## src/wbps_pkg.sv

```systemverilog
// Shared types and constants for the wildcard byte pattern scanner.
package wbps_pkg;

    localparam int unsigned PAT_BYTES = 16;
    localparam int unsigned LEN_W     = 5;
    localparam int unsigned POS_W     = 32;
    localparam int unsigned APB_DW    = 64;
    localparam int unsigned APB_AW    = 5;

    localparam logic [7:0]       WILDCARD_BYTE = 8'h3F;
    localparam logic [LEN_W-1:0] LEN_RESET     = 5'd1;

    typedef enum logic [1:0] {
        REG_PAT_LOW  = 2'd0,
        REG_PAT_HIGH = 2'd1,
        REG_PAT_LEN  = 2'd2,
        REG_START    = 2'd3
    } reg_idx_t;

    typedef struct packed {
        logic [7:0] data_byte;
        logic       end_of_region;
    } item_t;

    typedef struct packed {
        logic             match_found;
        logic [POS_W-1:0] match_position;
    } result_t;

endpackage

```

## src/wbps_intf.sv

```systemverilog
// Valid/ready channel interfaces for input and result beats.
interface wbps_item_if;
    logic              valid;
    logic              ready;
    wbps_pkg::item_t   payload;

    modport source (output valid, output payload, input ready);
    modport sink   (input valid, input payload, output ready);
endinterface

interface wbps_result_if;
    logic              valid;
    logic              ready;
    wbps_pkg::result_t payload;

    modport source (output valid, output payload, input ready);
    modport sink   (input valid, input payload, output ready);
endinterface

```

## src/wildcard_byte_pattern_scanner_core.sv

```systemverilog
// Wildcard byte pattern scanner: window, compare pipeline, APB registers.
// Takes one byte per cycle unless the result side stalls and gives exactly one
// result beat per input beat. The input beat is captured with a snapshot of
// the byte window; the capture stage compares all pattern bytes in parallel
// against that snapshot and loads the result register when free, so a new
// byte can enter every cycle while the result side keeps up. A pattern byte
// of 0x3F matches any data byte. Matches starting before start_offset are
// suppressed; the position counter saturates at all ones. A beat with
// end_of_region set is compared normally, then clears window and position.
// Registers (64-bit APB, byte address 8*i): pattern low, pattern high,
// pattern length (0 acts as 1, capped at 16 and MAX_PATTERN), start offset.
// Write configuration only while no beat is in flight.
module wildcard_byte_pattern_scanner_core #(
    parameter int unsigned MAX_PATTERN = 16
) (
    input  logic                          clk,
    input  logic                          rst_n,
    input  logic                          psel,
    input  logic                          penable,
    input  logic                          pwrite,
    input  logic [wbps_pkg::APB_AW-1:0]   paddr,
    input  logic [wbps_pkg::APB_DW-1:0]   pwdata,
    output logic [wbps_pkg::APB_DW-1:0]   prdata,
    output logic                          pready,
    wbps_item_if.sink                     items,
    wbps_result_if.source                 results
);

    localparam int unsigned MaxLen   = (MAX_PATTERN < wbps_pkg::PAT_BYTES) ?
                                       MAX_PATTERN : wbps_pkg::PAT_BYTES;
    localparam int unsigned WinDepth = MaxLen - 1;
    localparam int unsigned IdxW     = $clog2(MaxLen);
    localparam int unsigned LenW     = wbps_pkg::LEN_W;
    localparam int unsigned PosW     = wbps_pkg::POS_W;

    // configuration registers
    logic [63:0]     pat_low_reg;
    logic [63:0]     pat_high_reg;
    logic [LenW-1:0] pat_len_reg;
    logic [PosW-1:0] start_reg;

    // scan state
    logic [7:0]      win_reg [WinDepth];
    logic [7:0]      win_next [WinDepth];
    logic [PosW-1:0] pos_reg;
    logic [PosW-1:0] pos_next;

    // capture stage
    logic            s1_valid_reg;
    logic [7:0]      s1_bytes_reg [MaxLen];
    logic [PosW-1:0] s1_pos_reg;

    // result stage
    logic            out_valid_reg;
    logic            out_found_reg;
    logic [PosW-1:0] out_pos_reg;
    logic            out_found_next;
    logic [PosW-1:0] out_pos_next;

    logic            cfg_wr;
    wbps_pkg::reg_idx_t cfg_idx;
    logic            in_acc;
    logic            s1_adv;
    logic [LenW-1:0] eff_len;
    logic [LenW-1:0] len_m1;
    logic [127:0]    pat_all;
    logic            cmp_ok;
    logic [PosW-1:0] first_pos;

    assign pready  = 1'b1;
    assign cfg_wr  = psel && penable && pwrite;
    assign cfg_idx = wbps_pkg::reg_idx_t'(paddr[4:3]);

    always_comb
    begin
        case (cfg_idx)
            wbps_pkg::REG_PAT_LOW:  prdata = pat_low_reg;
            wbps_pkg::REG_PAT_HIGH: prdata = pat_high_reg;
            wbps_pkg::REG_PAT_LEN:  prdata = {{(64-LenW){1'b0}}, pat_len_reg};
            wbps_pkg::REG_START:    prdata = {{(64-PosW){1'b0}}, start_reg};
            default:                prdata = '0;
        endcase
    end

    always_ff @(posedge clk or negedge rst_n)
    begin
        if (!rst_n)
        begin
            pat_low_reg  <= '0;
            pat_high_reg <= '0;
            pat_len_reg  <= wbps_pkg::LEN_RESET;
            start_reg    <= '0;
        end
        else if (cfg_wr)
        begin
            case (cfg_idx)
                wbps_pkg::REG_PAT_LOW:  pat_low_reg  <= pwdata;
                wbps_pkg::REG_PAT_HIGH: pat_high_reg <= pwdata;
                wbps_pkg::REG_PAT_LEN:  pat_len_reg  <= pwdata[LenW-1:0];
                wbps_pkg::REG_START:    start_reg    <= pwdata[PosW-1:0];
                default:                ;
            endcase
        end
    end

    // handshake: capture stage moves on when the result register is free
    assign s1_adv      = !out_valid_reg || results.ready;
    assign items.ready = !s1_valid_reg || s1_adv;
    assign in_acc      = items.valid && items.ready;

    // window shift and saturating position
    always_comb
    begin
        if (items.payload.end_of_region)
        begin
            for (int i = 0; i < WinDepth; i++)
            begin
                win_next[i] = '0;
            end
            pos_next = '0;
        end
        else
        begin
            win_next[0] = items.payload.data_byte;
            for (int i = 1; i < WinDepth; i++)
            begin
                win_next[i] = win_reg[i-1];
            end
            pos_next = (pos_reg == '1) ? pos_reg : pos_reg + 1'b1;
        end
    end

    always_ff @(posedge clk or negedge rst_n)
    begin
        if (!rst_n)
        begin
            for (int i = 0; i < WinDepth; i++)
            begin
                win_reg[i] <= '0;
            end
            pos_reg      <= '0;
            s1_valid_reg <= 1'b0;
        end
        else
        begin
            if (in_acc)
            begin
                win_reg <= win_next;
                pos_reg <= pos_next;
            end
            if (items.ready)
            begin
                s1_valid_reg <= items.valid;
            end
        end
    end

    always_ff @(posedge clk)
    begin
        if (in_acc)
        begin
            s1_bytes_reg[0] <= items.payload.data_byte;
            for (int i = 1; i < MaxLen; i++)
            begin
                s1_bytes_reg[i] <= win_reg[i-1];
            end
            s1_pos_reg <= pos_reg;
        end
    end

    // parallel compare against the captured window
    always_comb
    begin
        if (pat_len_reg == '0)
        begin
            eff_len = LenW'(1);
        end
        else if (pat_len_reg > LenW'(MaxLen))
        begin
            eff_len = LenW'(MaxLen);
        end
        else
        begin
            eff_len = pat_len_reg;
        end
    end

    assign len_m1    = eff_len - 1'b1;
    assign pat_all   = {pat_high_reg, pat_low_reg};
    assign first_pos = s1_pos_reg - {{(PosW-LenW){1'b0}}, len_m1};

    always_comb
    begin
        logic [LenW-1:0] j;
        logic [7:0]      pb;
        cmp_ok = 1'b1;
        for (int k = 0; k < MaxLen; k++)
        begin
            j  = len_m1 - LenW'(k);
            pb = pat_all[8*k +: 8];
            if ((LenW'(k) < eff_len) && (pb != wbps_pkg::WILDCARD_BYTE) &&
                (pb != s1_bytes_reg[j[IdxW-1:0]]))
            begin
                cmp_ok = 1'b0;
            end
        end
    end

    always_comb
    begin
        out_found_next = (s1_pos_reg >= {{(PosW-LenW){1'b0}}, len_m1}) &&
                         (first_pos >= start_reg) && cmp_ok;
        out_pos_next   = out_found_next ? first_pos : '0;
    end

    always_ff @(posedge clk or negedge rst_n)
    begin
        if (!rst_n)
        begin
            out_valid_reg <= 1'b0;
        end
        else if (s1_adv)
        begin
            out_valid_reg <= s1_valid_reg;
        end
    end

    always_ff @(posedge clk)
    begin
        if (s1_adv && s1_valid_reg)
        begin
            out_found_reg <= out_found_next;
            out_pos_reg   <= out_pos_next;
        end
    end

    assign results.valid                  = out_valid_reg;
    assign results.payload.match_found    = out_found_reg;
    assign results.payload.match_position = out_pos_reg;

    // checks
    a_pos_zero_no_match: assert property (@(posedge clk) disable iff (!rst_n)
        (results.valid && !results.payload.match_found) |->
        (results.payload.match_position == '0))
        else $error("match_position not zero without a match");

    a_match_after_start: assert property (@(posedge clk) disable iff (!rst_n)
        (results.valid && results.payload.match_found) |->
        (results.payload.match_position >= start_reg))
        else $error("match reported before start offset");

    a_no_overrun: assert property (@(posedge clk) disable iff (!rst_n)
        (s1_valid_reg && out_valid_reg && !results.ready) |-> !items.ready)
        else $error("input taken while pipeline is blocked");

    a_region_clear: assert property (@(posedge clk) disable iff (!rst_n)
        (in_acc && items.payload.end_of_region) |=> (pos_reg == '0))
        else $error("position not cleared after region end");

    a_pos_saturate: assert property (@(posedge clk) disable iff (!rst_n)
        (in_acc && !items.payload.end_of_region && (pos_reg == '1)) |=>
        (pos_reg == '1))
        else $error("position wrapped");

endmodule

```

## src/flat_wrapper.sv

```systemverilog
// flat-port wrapper written by rule: the top's interface ports become plain ports
module wildcard_byte_pattern_scanner_core_flat 
#(
    parameter int unsigned MAX_PATTERN = 16
)
  (clk, rst_n, psel, penable, pwrite, paddr, pwdata, prdata, pready, items_valid, items_payload, items_ready, results_valid, results_payload, results_ready);
  wbps_item_if items_i ();
  wbps_result_if results_i ();
  input  logic clk;
  input  logic rst_n;
  input  logic psel;
  input  logic penable;
  input  logic pwrite;
  input  logic [wbps_pkg::APB_AW-1:0] paddr;
  input  logic [wbps_pkg::APB_DW-1:0] pwdata;
  output logic [wbps_pkg::APB_DW-1:0] prdata;
  output logic pready;
  input wire logic [$bits(items_i.valid)-1:0] items_valid;
  input wire logic [$bits(items_i.payload)-1:0] items_payload;
  output wire logic [$bits(items_i.ready)-1:0] items_ready;
  output wire logic [$bits(results_i.valid)-1:0] results_valid;
  output wire logic [$bits(results_i.payload)-1:0] results_payload;
  input wire logic [$bits(results_i.ready)-1:0] results_ready;
  assign items_i.valid = items_valid;
  assign items_i.payload = items_payload;
  assign items_ready = items_i.ready;
  assign results_valid = results_i.valid;
  assign results_payload = results_i.payload;
  assign results_i.ready = results_ready;
  wildcard_byte_pattern_scanner_core #(.MAX_PATTERN(MAX_PATTERN)) u_core (.clk(clk), .rst_n(rst_n), .psel(psel), .penable(penable), .pwrite(pwrite), .paddr(paddr), .pwdata(pwdata), .prdata(prdata), .pready(pready), .items(items_i), .results(results_i));
endmodule
```

## config.mk

```make
export PLATFORM = sky130hd
export DESIGN_NAME = wildcard_byte_pattern_scanner_core_flat
export DESIGN_NICKNAME = d
export VERILOG_FILES = /design/src/wbps_pkg.sv /design/src/wbps_intf.sv /design/src/wildcard_byte_pattern_scanner_core.sv /design/src/flat_wrapper.sv
export SDC_FILE = /design/constraint.sdc
export NUM_CORES = 1
export LEC_CHECK = 0
export BUFFER_PORTS_ARGS = -buffer_cell sky130_fd_sc_hd__buf_2
export CAP_MARGIN = 20
export CORE_MARGIN = 8
export CORE_UTILIZATION = 35
export DETAILED_ROUTE_END_ITERATION = 10
export HOLD_SLACK_MARGIN = 0.08
export SLEW_MARGIN = 20
export SYNTH_ARGS = -nofsm -noshare
export SYNTH_HDL_FRONTEND = slang
export SYNTH_SLANG_ARGS = --single-unit
```

## constraint.sdc

```tcl
create_clock -name clk -period 6.55 [get_ports clk]
set_input_delay 0.655 -clock clk [delete_from_list [all_inputs] [get_ports clk]]
set_output_delay 0.655 -clock clk [all_outputs]
set_load 0.05 [all_outputs]
```

* Word level (Yosys, flattened, before mapping)
Memory sizes are Yosys's and may differ from the RTL's.
Index checks and enable logic that the tools add are counted.
** Storage, ports and cells
- Memories :: 1
- Logic and storage cells :: 173
- Flip-flop bits (word level) :: 384
- RAM bits :: 128
- Input port bits :: 85
** Cells by class
- $add $sub $neg :: 18
- Reductions and logical operators :: 49
- Mux-type cells :: 24
- Magnitude comparators :: 19
- Eq/ne operators :: 37
** Memories
- u_core.s1_bytes_reg :: words 16, width 8, rd ports 16, clocked after memory_dff 0, wr ports 16, RTL line wildcard_byte_pattern_scanner_core.sv:50 : logic [7:0] s1_bytes_reg [MaxLen];
** Operators with widths (number)
- $pmux 64 s4 :: 1
- $ne 8x6->1 const B :: 16
- $ne 8x8->1 :: 16
- $mux 120 :: 1
- $mux 32 :: 2
- $lt 4x5->1 const A :: 8
- $logic_and 1x1->1 :: 38
- $add 32x1->32 const B :: 1
- $eq 32x32->1 const B :: 1
- $ge 32x32->1 :: 1
- $ge 32x5->1 :: 1
- $sub 32x5->32 :: 1
- $sub 4x4->4 const B :: 8
- $lt 3x5->1 const A :: 4
- $mux 1 :: 18
- $sub 4x3->4 const B :: 4
- $lt 1x5->1 const A :: 2
- $lt 2x5->1 const A :: 2
- $mux 5 :: 2
- $reduce_and 2->1 :: 5
- $sub 4x2->4 const B :: 2
- $gt 5x5->1 const B :: 1
- $logic_not 5->1 :: 1
- $sub 5x1->5 const B :: 1
- 7 further kinds :: 10

* Logic depth before layout (Yosys ltp)
Gate-level depths: netlist (run 1).
An unclocked memory read counts as a cell.
- Word-level depth :: 24
- Mapped depth :: 30

* Worst setup path before layout (run 1)
Ideal clock, no wire load.
- Path kind :: reg2reg
- Start :: register u_core.pat_len_reg[3]
- End :: register u_core.out_found_reg (data pin)
- Cell stages (with the launch flop) :: 31
- Slack :: -613 ps
- Setup time :: 270 ps
- Required time :: 6280 ps
- Path buffers :: 6
- Data arrival time :: 6894 ps
- Cells stage by stage :: dfrtp_1 -> buf_2 -> or4_4 -> nand2_8 -> buf_4 -> buf_1 -> ha_1 -> clkbuf_1 -> clkinv_1 -> buf_1 -> ha_1 -> a21o_1 -> maj3_1 -> maj3_1 -> nand2_1 -> nand3_1 -> nor2b_1 -> xor2_1 -> ha_1 -> a21o_1 -> a21o_1 -> a21o_1 -> a21oi_1 -> nor2b_1 -> o21ai_0 -> nand2b_1 -> a2111oi_0 -> nor4_2 -> o2111ai_1 -> clkbuf_1 -> nor3_1
** On the way
- Elaborated cells between the ends (all ways) :: 106
- Those cells by class :: 17 x add/sub; 19 x order compare; 16 x eq/ne; 18 x mux; 35 x reduce/logical; 1 x memory
** RTL lines
- start, declared :: RTL line wildcard_byte_pattern_scanner_core.sv:39 : logic [LenW-1:0] pat_len_reg;
- start signal, assigned :: RTL line wildcard_byte_pattern_scanner_core.sv:91 : pat_len_reg <= wbps_pkg::LEN_RESET;
- start signal, assigned :: RTL line wildcard_byte_pattern_scanner_core.sv:99 : wbps_pkg::REG_PAT_LEN: pat_len_reg <= pwdata[LenW-1:0];
- $gt 5x5->1 :: RTL line wildcard_byte_pattern_scanner_core.sv:178 : else if (pat_len_reg > LenW'(MaxLen))
- $mux 5 :: RTL line wildcard_byte_pattern_scanner_core.sv:178
- $mux 5 * :: RTL line wildcard_byte_pattern_scanner_core.sv:174 : if (pat_len_reg == '0)
- $sub 5x1->5 * :: RTL line wildcard_byte_pattern_scanner_core.sv:188 : assign len_m1 = eff_len - 1'b1;
- $sub 32x5->32 * :: RTL line wildcard_byte_pattern_scanner_core.sv:190 : assign first_pos = s1_pos_reg - {{(PosW-LenW){1'b0}}, len_m1};
- net u_core.first_pos[25] :: RTL line wildcard_byte_pattern_scanner_core.sv:68 : logic [PosW-1:0] first_pos;
- $ge 32x32->1 * :: RTL line wildcard_byte_pattern_scanner_core.sv:212 : (first_pos >= start_reg) && cmp_ok;
- $logic_and 1x1->1 * :: RTL line wildcard_byte_pattern_scanner_core.sv:211 : out_found_next = (s1_pos_reg >= {{(PosW-LenW){1'b0}}, len_m1}) &&
- $logic_and 1x1->1 * :: RTL line wildcard_byte_pattern_scanner_core.sv:212
- net u_core.out_found_next :: RTL line wildcard_byte_pattern_scanner_core.sv:57 : logic out_found_next;
- end signal, assigned :: RTL line wildcard_byte_pattern_scanner_core.sv:232 : out_found_reg <= out_found_next;
- end, declared :: RTL line wildcard_byte_pattern_scanner_core.sv:55 : logic out_found_reg;
The timed path passes the listed nets; every way through them passes the cells marked *.
A chain may end at the register's enable or synchronous reset.

* Worst setup path in the final report (run 1)
- Start :: register u_core.pat_len_reg[4]
- End :: register u_core.out_pos_reg[8] (data pin)
** On the way
- Elaborated cells between the ends (all ways) :: 106
- Those cells by class :: 17 x add/sub; 19 x order compare; 16 x eq/ne; 18 x mux; 35 x reduce/logical; 1 x memory
** RTL lines
- $gt 5x5->1 :: RTL line wildcard_byte_pattern_scanner_core.sv:178
- $mux 5 :: RTL line wildcard_byte_pattern_scanner_core.sv:178
- $mux 5 * :: RTL line wildcard_byte_pattern_scanner_core.sv:174
- $sub 5x1->5 * :: RTL line wildcard_byte_pattern_scanner_core.sv:188
- $sub 32x5->32 * :: RTL line wildcard_byte_pattern_scanner_core.sv:190
- net u_core.first_pos[31] :: RTL line wildcard_byte_pattern_scanner_core.sv:68
- $ge 32x32->1 * :: RTL line wildcard_byte_pattern_scanner_core.sv:212
- $logic_and 1x1->1 * :: RTL line wildcard_byte_pattern_scanner_core.sv:211
- $logic_and 1x1->1 * :: RTL line wildcard_byte_pattern_scanner_core.sv:212
- end signal, assigned :: RTL line wildcard_byte_pattern_scanner_core.sv:233 : out_pos_reg <= out_pos_next;
- end, declared :: RTL line wildcard_byte_pattern_scanner_core.sv:56 : logic [PosW-1:0] out_pos_reg;
Marked as above.

==> results.sh, run 1 <==
export IMPL_start_util_pct=35.4
export IMPL_drtPass1Iterations=5
export IMPL_port_buffers=180
export IMPL_slew_violations=0
export IMPL_grt_pass1_wl_mm=152
export IMPL_ys_flop_type="dfrtp_1"
export IMPL_endpoint_kind="register"
export IMPL_layout_min_cycle_time_ps=6120
export IMPL_ios=185
export IMPL_vias=23013
export IMPL_drv_cap=0
export IMPL_diodes=0
export IMPL_synthCells=2699
export IMPL_reg2reg_to="u_core.out_pos_reg[8]$_SDFFCE_PN0P_"
export IMPL_worst_pin_slew_ps=1090
export IMPL_timing_final_ws_setup_ps=430
export IMPL_vias_per_cell=5.73
export IMPL_antenna_found_initial=3
export IMPL_synth_area_um2=30800
export IMPL_synth_warnings=0
export IMPL_peakVddDrop_mv=0.232
export IMPL_crit_path_start_kind="register"
export IMPL_setup_violations=0
export IMPL_rrSetupSlack_ps=430
export IMPL_status="complete, no violations"
export IMPL_rsz0062_at_grt="false"
export IMPL_drtAntennaViolNets=0
export IMPL_synth_top_area_share_pct=25.8
export IMPL_post_route_drc_count=0
export IMPL_cts_tree="built"
export IMPL_routed_wl_mm=102
export IMPL_die_area_um2=97700
export IMPL_coreArea_um2=87000
export IMPL_grt_overflow=0
export IMPL_ys_ff_latch=512
export IMPL_p_leak_uw=0.0140
export IMPL_finalHoldViolCount=0
export IMPL_critPathSlowestCell="or4_4"
export IMPL_rows=108
export IMPL_cts_root_buf="clkbuf_16"
export IMPL_pwr_density_cell_nw_per_um2=419
export IMPL_clock_path_buffers=3
export IMPL_slew_headroom_pct=27.5
export IMPL_areaGrowthSynthToFinish_pct=12.9
export IMPL_fp_dieW_um=313
export IMPL_nets=2947
export IMPL_h_tree_depth=2
export IMPL_path_max_fanout=6
export IMPL_syn_nets=2832
export IMPL_largest_reg_flops=128
export IMPL_yosys_area_top_type="dfrtp_1"
export IMPL_cts_sinks=512
export IMPL_synth_cell_types=90
export IMPL_wl_per_cell_um=25.4
export IMPL_critical_path_max_stage_delay_ps=620
export IMPL_post_route_util_pct=39.9
export IMPL_critPathMostFrequentCell="ha_1"
export IMPL_synth_common_cells="nand2_1 (349), dfrtp_1 (318), mux2i_1 (206)"
export IMPL_arrival_ps=6530
export IMPL_place_hpwl_mm=76.5
export IMPL_gp_congestion=0.989
export IMPL_die_h_um=313
export IMPL_finalCritPeriodShare_pct=93.4
export IMPL_clk_latency_ps=620
export IMPL_postSynth_asyncResetShare_pct=62.3
export IMPL_ys_top_cells_by_area="dfrtp_1 (26%), edfxtp_1 (19%), mux4_2 (9.9%), mux2_2 (7.3%), mux2i_1 (6.7%)"
export IMPL_grt_usage_pct=20.2
export IMPL_fin_skew_ps=28.3
export IMPL_synth_enable_flop_cells=193
export IMPL_drt_iter0_markers=2287
export IMPL_worstHoldPathType="input port to asynchronous set/reset pin"
export IMPL_synth_most_common_cell="nand2_1"
export IMPL_crit_required_ps=6960
export IMPL_grt_max_degree=153
export IMPL_tns_ps=0
export IMPL_grt_pass1_vias=22272
export IMPL_r2r_start="u_core.pat_len_reg[4]$_DFFE_PN0P_"
export IMPL_r2r_cells=23
export IMPL_cts_buffers=55
export IMPL_drive_gt1_share_pct=25.4
export IMPL_syn_avg_cell_area_um2=11.4
export IMPL_path_class="register to register"
export IMPL_p_total_uw=14600
export IMPL_pre_cts_ws_ps=158
export IMPL_hold_ws_ps=71.0
export IMPL_cp_cell_sequence="or4_4, nand2_8, ha_1, clkinv_2, ha_1, a21o_1, maj3_1, maj3_1, nand2_1, nand3_1, nor2b_2, nand2_1, xnor2_1, ha_1, nand4_1, nor4_1, o211ai_1, a21oi_1, a2111oi_2, nor4_2, o2111ai_4, buf_4, nor4b_1"
export IMPL_fmax_mhz=163
export IMPL_clk_pin_slew_worst_paths_ps=60
export IMPL_yosysSeqAreaShare_pct=44.7
[placed cells by master (no fill, tap or decap), types with 18 or more instances in the layout]
master	synthesis	routed
nor2_1	106	104
nor4_1	29	28
nand4_1	39	39
buf_4	12	59
buf_2	23	178
xor2_1	99	99
o2111ai_1	25	24
mux2i_1	206	206
edfxtp_1	193	193
mux4_2	135	135
o22ai_1	21	21
or2_2	18	18
mux2_2	200	200
xnor2_1	77	76
and3_1	19	19
inv_1	61	60
a21oi_1	40	40
nand3_1	51	50
o211ai_1	23	23
nor3_1	43	42
ha_1	47	46
clkbuf_16	0	57
nand2_1	349	348
a22o_1	29	29
dfrtp_1	318	317
a31oi_1	20	20
o21ai_0	173	173
[timing repair]
item | CTS | global route
setup endpoints to repair | 0 | 33
hold buffers | 0 | 0
buffers inserted | 0 | 3
resized for setup | 0 | 3
[worst max path at each step]
stage	slack, ps	end	cells after the start	from
after floorplan	40	u_core.out_pos_reg[11]$_SDFFCE_PN0P_	30	u_core.pat_len_reg[3]$_DFFE_PN0P_
after global placement	110	u_core.out_pos_reg[4]$_SDFFCE_PN0P_	24	u_core.pat_len_reg[4]$_DFFE_PN0P_
after detailed placement	160	u_core.out_found_reg$_DFFE_PP_	25	u_core.pat_len_reg[4]$_DFFE_PN0P_
after CTS	100	u_core.out_pos_reg[20]$_SDFFCE_PN0P_	25	u_core.pat_len_reg[4]$_DFFE_PN0P_
after global routing	40	u_core.out_found_reg$_DFFE_PP_	25	u_core.pat_len_reg[4]$_DFFE_PN0P_
final	430	u_core.out_pos_reg[8]$_SDFFCE_PN0P_	23	u_core.pat_len_reg[4]$_DFFE_PN0P_
[worst max-delay path: cells and delay by family, from the launching register on]
kind | cells | cell delay [ps]
xor+xnor | 1 | 330
flops | 1 | 430
compound gates | 5 | 930
fa+ha+maj | 5 | 1480
simple gates | 10 | 2390
buf+inv | 2 | 320
[power by group]
part / leakage [µW] / switching [µW] / total (µW) / internal, µW
Clock: 0.000890 / 1320 / 3140 / 1820
Sequential: 0.00607 / 486 / 4190 / 3700
Combinational: 0.00704 / 4350 / 7240 / 2890
[logic make-up after synthesis]
family / share of synthesized area, %
other: 0.0122
and+or+nand+nor: 11.9
adders and majority gates: 2.14
AOI/OAI and AO/OA: 8.72
xor gates and xnor gates: 5.20
muxes: 23.9
buffers and inverters: 3.45
DFF: 44.7
[routing by layer]
layer / GRT usage, % / part of all wire [%] / vias up
met3: 4.42 / 8.2 / 147
met4: 5.05 / 2.8 / 0
met2: 33.0 / 47 / 886
met5: 0 / 0 / -
met1: 27.2 / 42 / 11681
li1: - / - / 10299
[area by class of cell]
cell class	instances	area, µm²
repair buffers	241	1410
flip-flops and latches	512	13800
well taps	1155	1450
clock buffers	75	1540
inverters	67	264
fillers	8411	52300
clock inverters	28	274
multi-input cells	1937	16000
[stage by stage]
step | cells | area [µm²]
finish | 4015 | 34800
global route | 4015 | 34800
CTS | 4012 | 34700
detailed placement | 3909 | 32900
global placement | 3908 | 32900
floorplan | 2699 | 30800
(Power assumes the default switching activity.)
==> run 2: changes to the inputs <==
Clock period 6.55 ns to 5.2 ns, I/O delays scaled along.
==> results.sh, run 2 (synthesized netlist as in run 1, its figures left out) <==
export IMPL_antenna_found_initial=7
export IMPL_p_leak_uw=0.0148
export IMPL_nets=3066
export IMPL_peakVddDrop_mv=0.373
export IMPL_p_int_uw=11100
export IMPL_status="complete, but fails checks"
export IMPL_layout_min_cycle_time_ps=5580
export IMPL_worstHoldPathType="input port to register"
export IMPL_timing_final_ws_setup_ps=-379
export IMPL_fin_skew_ps=37.6
export IMPL_path_max_fanout=7
export IMPL_drive_gt1_share_pct=29.7
export IMPL_drtAntennaViolNets=0
export IMPL_drt_iter0_markers=2557
export IMPL_pre_cts_ws_ps=-403
export IMPL_areaGrowthSynthToFinish_pct=17.5
export IMPL_clk_latency_ps=620
export IMPL_coreArea_um2=87000
export IMPL_clk_pin_slew_worst_paths_ps=60
export IMPL_die_h_um=313
export IMPL_post_route_drc_count=0
export IMPL_violations="negative setup slack"
export IMPL_cts_root_buf="clkbuf_16"
export IMPL_gp_congestion=1.01
export IMPL_finalCritPeriodShare_pct=107
export IMPL_grt_pass1_wl_mm=152
export IMPL_finalHoldViolCount=0
export IMPL_critPathSlowestCell="or4_4"
export IMPL_drtPass1Iterations=5
export IMPL_crit_path_start_kind="register"
export IMPL_largest_reg_flops=128
export IMPL_most_common_layout_cells="nand2_1 (345), dfrtp_1 (317), mux2i_1 (206)"
export IMPL_tns_ps=-9640
export IMPL_ios=185
export IMPL_grt_overflow=0
export IMPL_grt_usage_pct=20.2
export IMPL_fmax_mhz=179
export IMPL_die_area_um2=97700
export IMPL_pwr_share_clk_pct=21.0
export IMPL_final_common_cell="nand2_1"
export IMPL_power_switching_uw=7940
export IMPL_critical_path_max_stage_delay_ps=580
export IMPL_endpoint_kind="register"
export IMPL_clock_path_buffers=3
export IMPL_cts_sinks=512
export IMPL_fillers=8309
export IMPL_pwr_density_cell_nw_per_um2=525
export IMPL_path_class="register to register"
export IMPL_cp_num_buf_inv=4
export IMPL_rsz0062_at_grt="true"
export IMPL_start_util_pct=35.4
export IMPL_p_comb_share_pct=51.3
export IMPL_crit_required_ps=5570
export IMPL_port_buffers=180
export IMPL_wl_per_cell_um=25.0
export IMPL_pwr_share_seq_pct=27.7
export IMPL_arrival_ps=5940
export IMPL_vias=23649
export IMPL_setup_violations=33
export IMPL_worst_pin_slew_ps=1100
export IMPL_slew_violations=0
export IMPL_p_sw_share_pct=41.8
export IMPL_slew_headroom_pct=26.8
export IMPL_h_tree_depth=2
export IMPL_cts_tree="built"
export IMPL_routed_wl_mm=104
export IMPL_grt_max_degree=161
export IMPL_vias_per_cell=5.72
export IMPL_drv_cap=0
export IMPL_cts_buffers=56
export IMPL_rows=108
export IMPL_place_hpwl_mm=77.4
export IMPL_fp_dieW_um=313
export IMPL_cp_top_family="compound AO/OA/AOI/OAI gates"
export IMPL_grt_pass1_vias=22635
==> run 2: final timing paths <==
| check | start | end | slack, ps | cells after the start |
|---|---|---|---|---|
| setup / recovery | u_core.pat_len_reg[1]$_DFFE_PN0P_ | u_core.out_pos_reg[1]$_SDFFCE_PN0P_ | -380 | 26 |
| hold / removal | items_payload[8] | u_core.s1_bytes_reg[0][7]$_DFFE_PP_ | 110 | 1 |
| setup reg to reg | u_core.pat_len_reg[1]$_DFFE_PN0P_ | u_core.out_pos_reg[1]$_SDFFCE_PN0P_ | -380 | 26 |
| hold reg to reg | u_core.win_reg[89]$_DFFE_PN0P_ | u_core.s1_bytes_reg[4][1]$_DFFE_PP_ | 440 | 0 |
| max in group asynchronous | rst_n | u_core.pat_low_reg[58]$_DFFE_PN0P_ | 3400 | 3 |
| min in group asynchronous | rst_n | u_core.pos_reg[27]$_DFFE_PN0P_ | 420 | 2 |
==> run 2: worst register-to-register path, cell delays in order (launching register included) <==
cell       delay (ps)
dfrtp_2           400
or4_4             580
nand2_8           100
ha_4              220
clkinv_8           60
ha_4              190
a21o_1            150
maj3_2            300
maj3_2            340
nand2_4           100
nand3_4           110
buf_4             210
nor3_2            160
xor2_1            250
ha_1              290
a21o_1            160
a21o_1            160
a21oi_1           130
o21ai_1           120
a21oi_1           180
nor3_2             90
a2111oi_4         290
nor4_2            110
o2111ai_4         200
clkbuf_16         260
buf_8             140
nor3_2             40
==> run 2: final cells by class <==
cell class	count	area, µm²	area share, %
diodes	4	10.0	0.0277
well taps	1155	1450	3.99
clock buffers	77	1530	4.23
inverters	67	274	0.757
flip-flops and latches	512	13800	38.1
multi-input cells	1937	16400	45.3
repair buffers	359	2470	6.82
clock inverters	27	299	0.826
==> run 2: what timing repair did <==
action / CTS / global route
setup buffers: 2 / 7
gates cloned: 0 / 3
hold endpoints to repair: 57 / 0
hold buffers: 3 / 0
resized for setup: 6 / 50
pin swaps: 0 / 24
endpoints found under the setup margin: 33 / 33
==> run 2: per-stage QoR <==
stage	area (µm²)	hold WS [ps]	utilization [%]	total power, µW	cells
global route	36200	98.0	41.6	19700	4138
detailed placement	33900	432	38.9	14800	4014
finish	36200	107	41.6	19000	4138
floorplan	31000	224	-	11400	2699
global placement	33900	429	38.9	14700	4014
CTS	35800	82.3	41.1	18800	4123
==> run 2: routing by layer <==
layer  share of wire [%]  vias up  global-route usage [%]
met2                  47     1018                    32.6
li1                    -    10517                       -
met3                 8.8      188                    5.43
met5               0.013        -                       0
met1                  41    11924                    26.5
met4                 3.6        2                    6.41
==> run 2: power groups by stage <==
stage,logic (µW),clock network [µW],registers (µW)
floorplan,6300,0,5140
global placement,9400,0,5310
detailed placement,9430,0,5320
CTS,9500,4080,5250
global route,10200,4240,5320
finish,9750,3990,5260
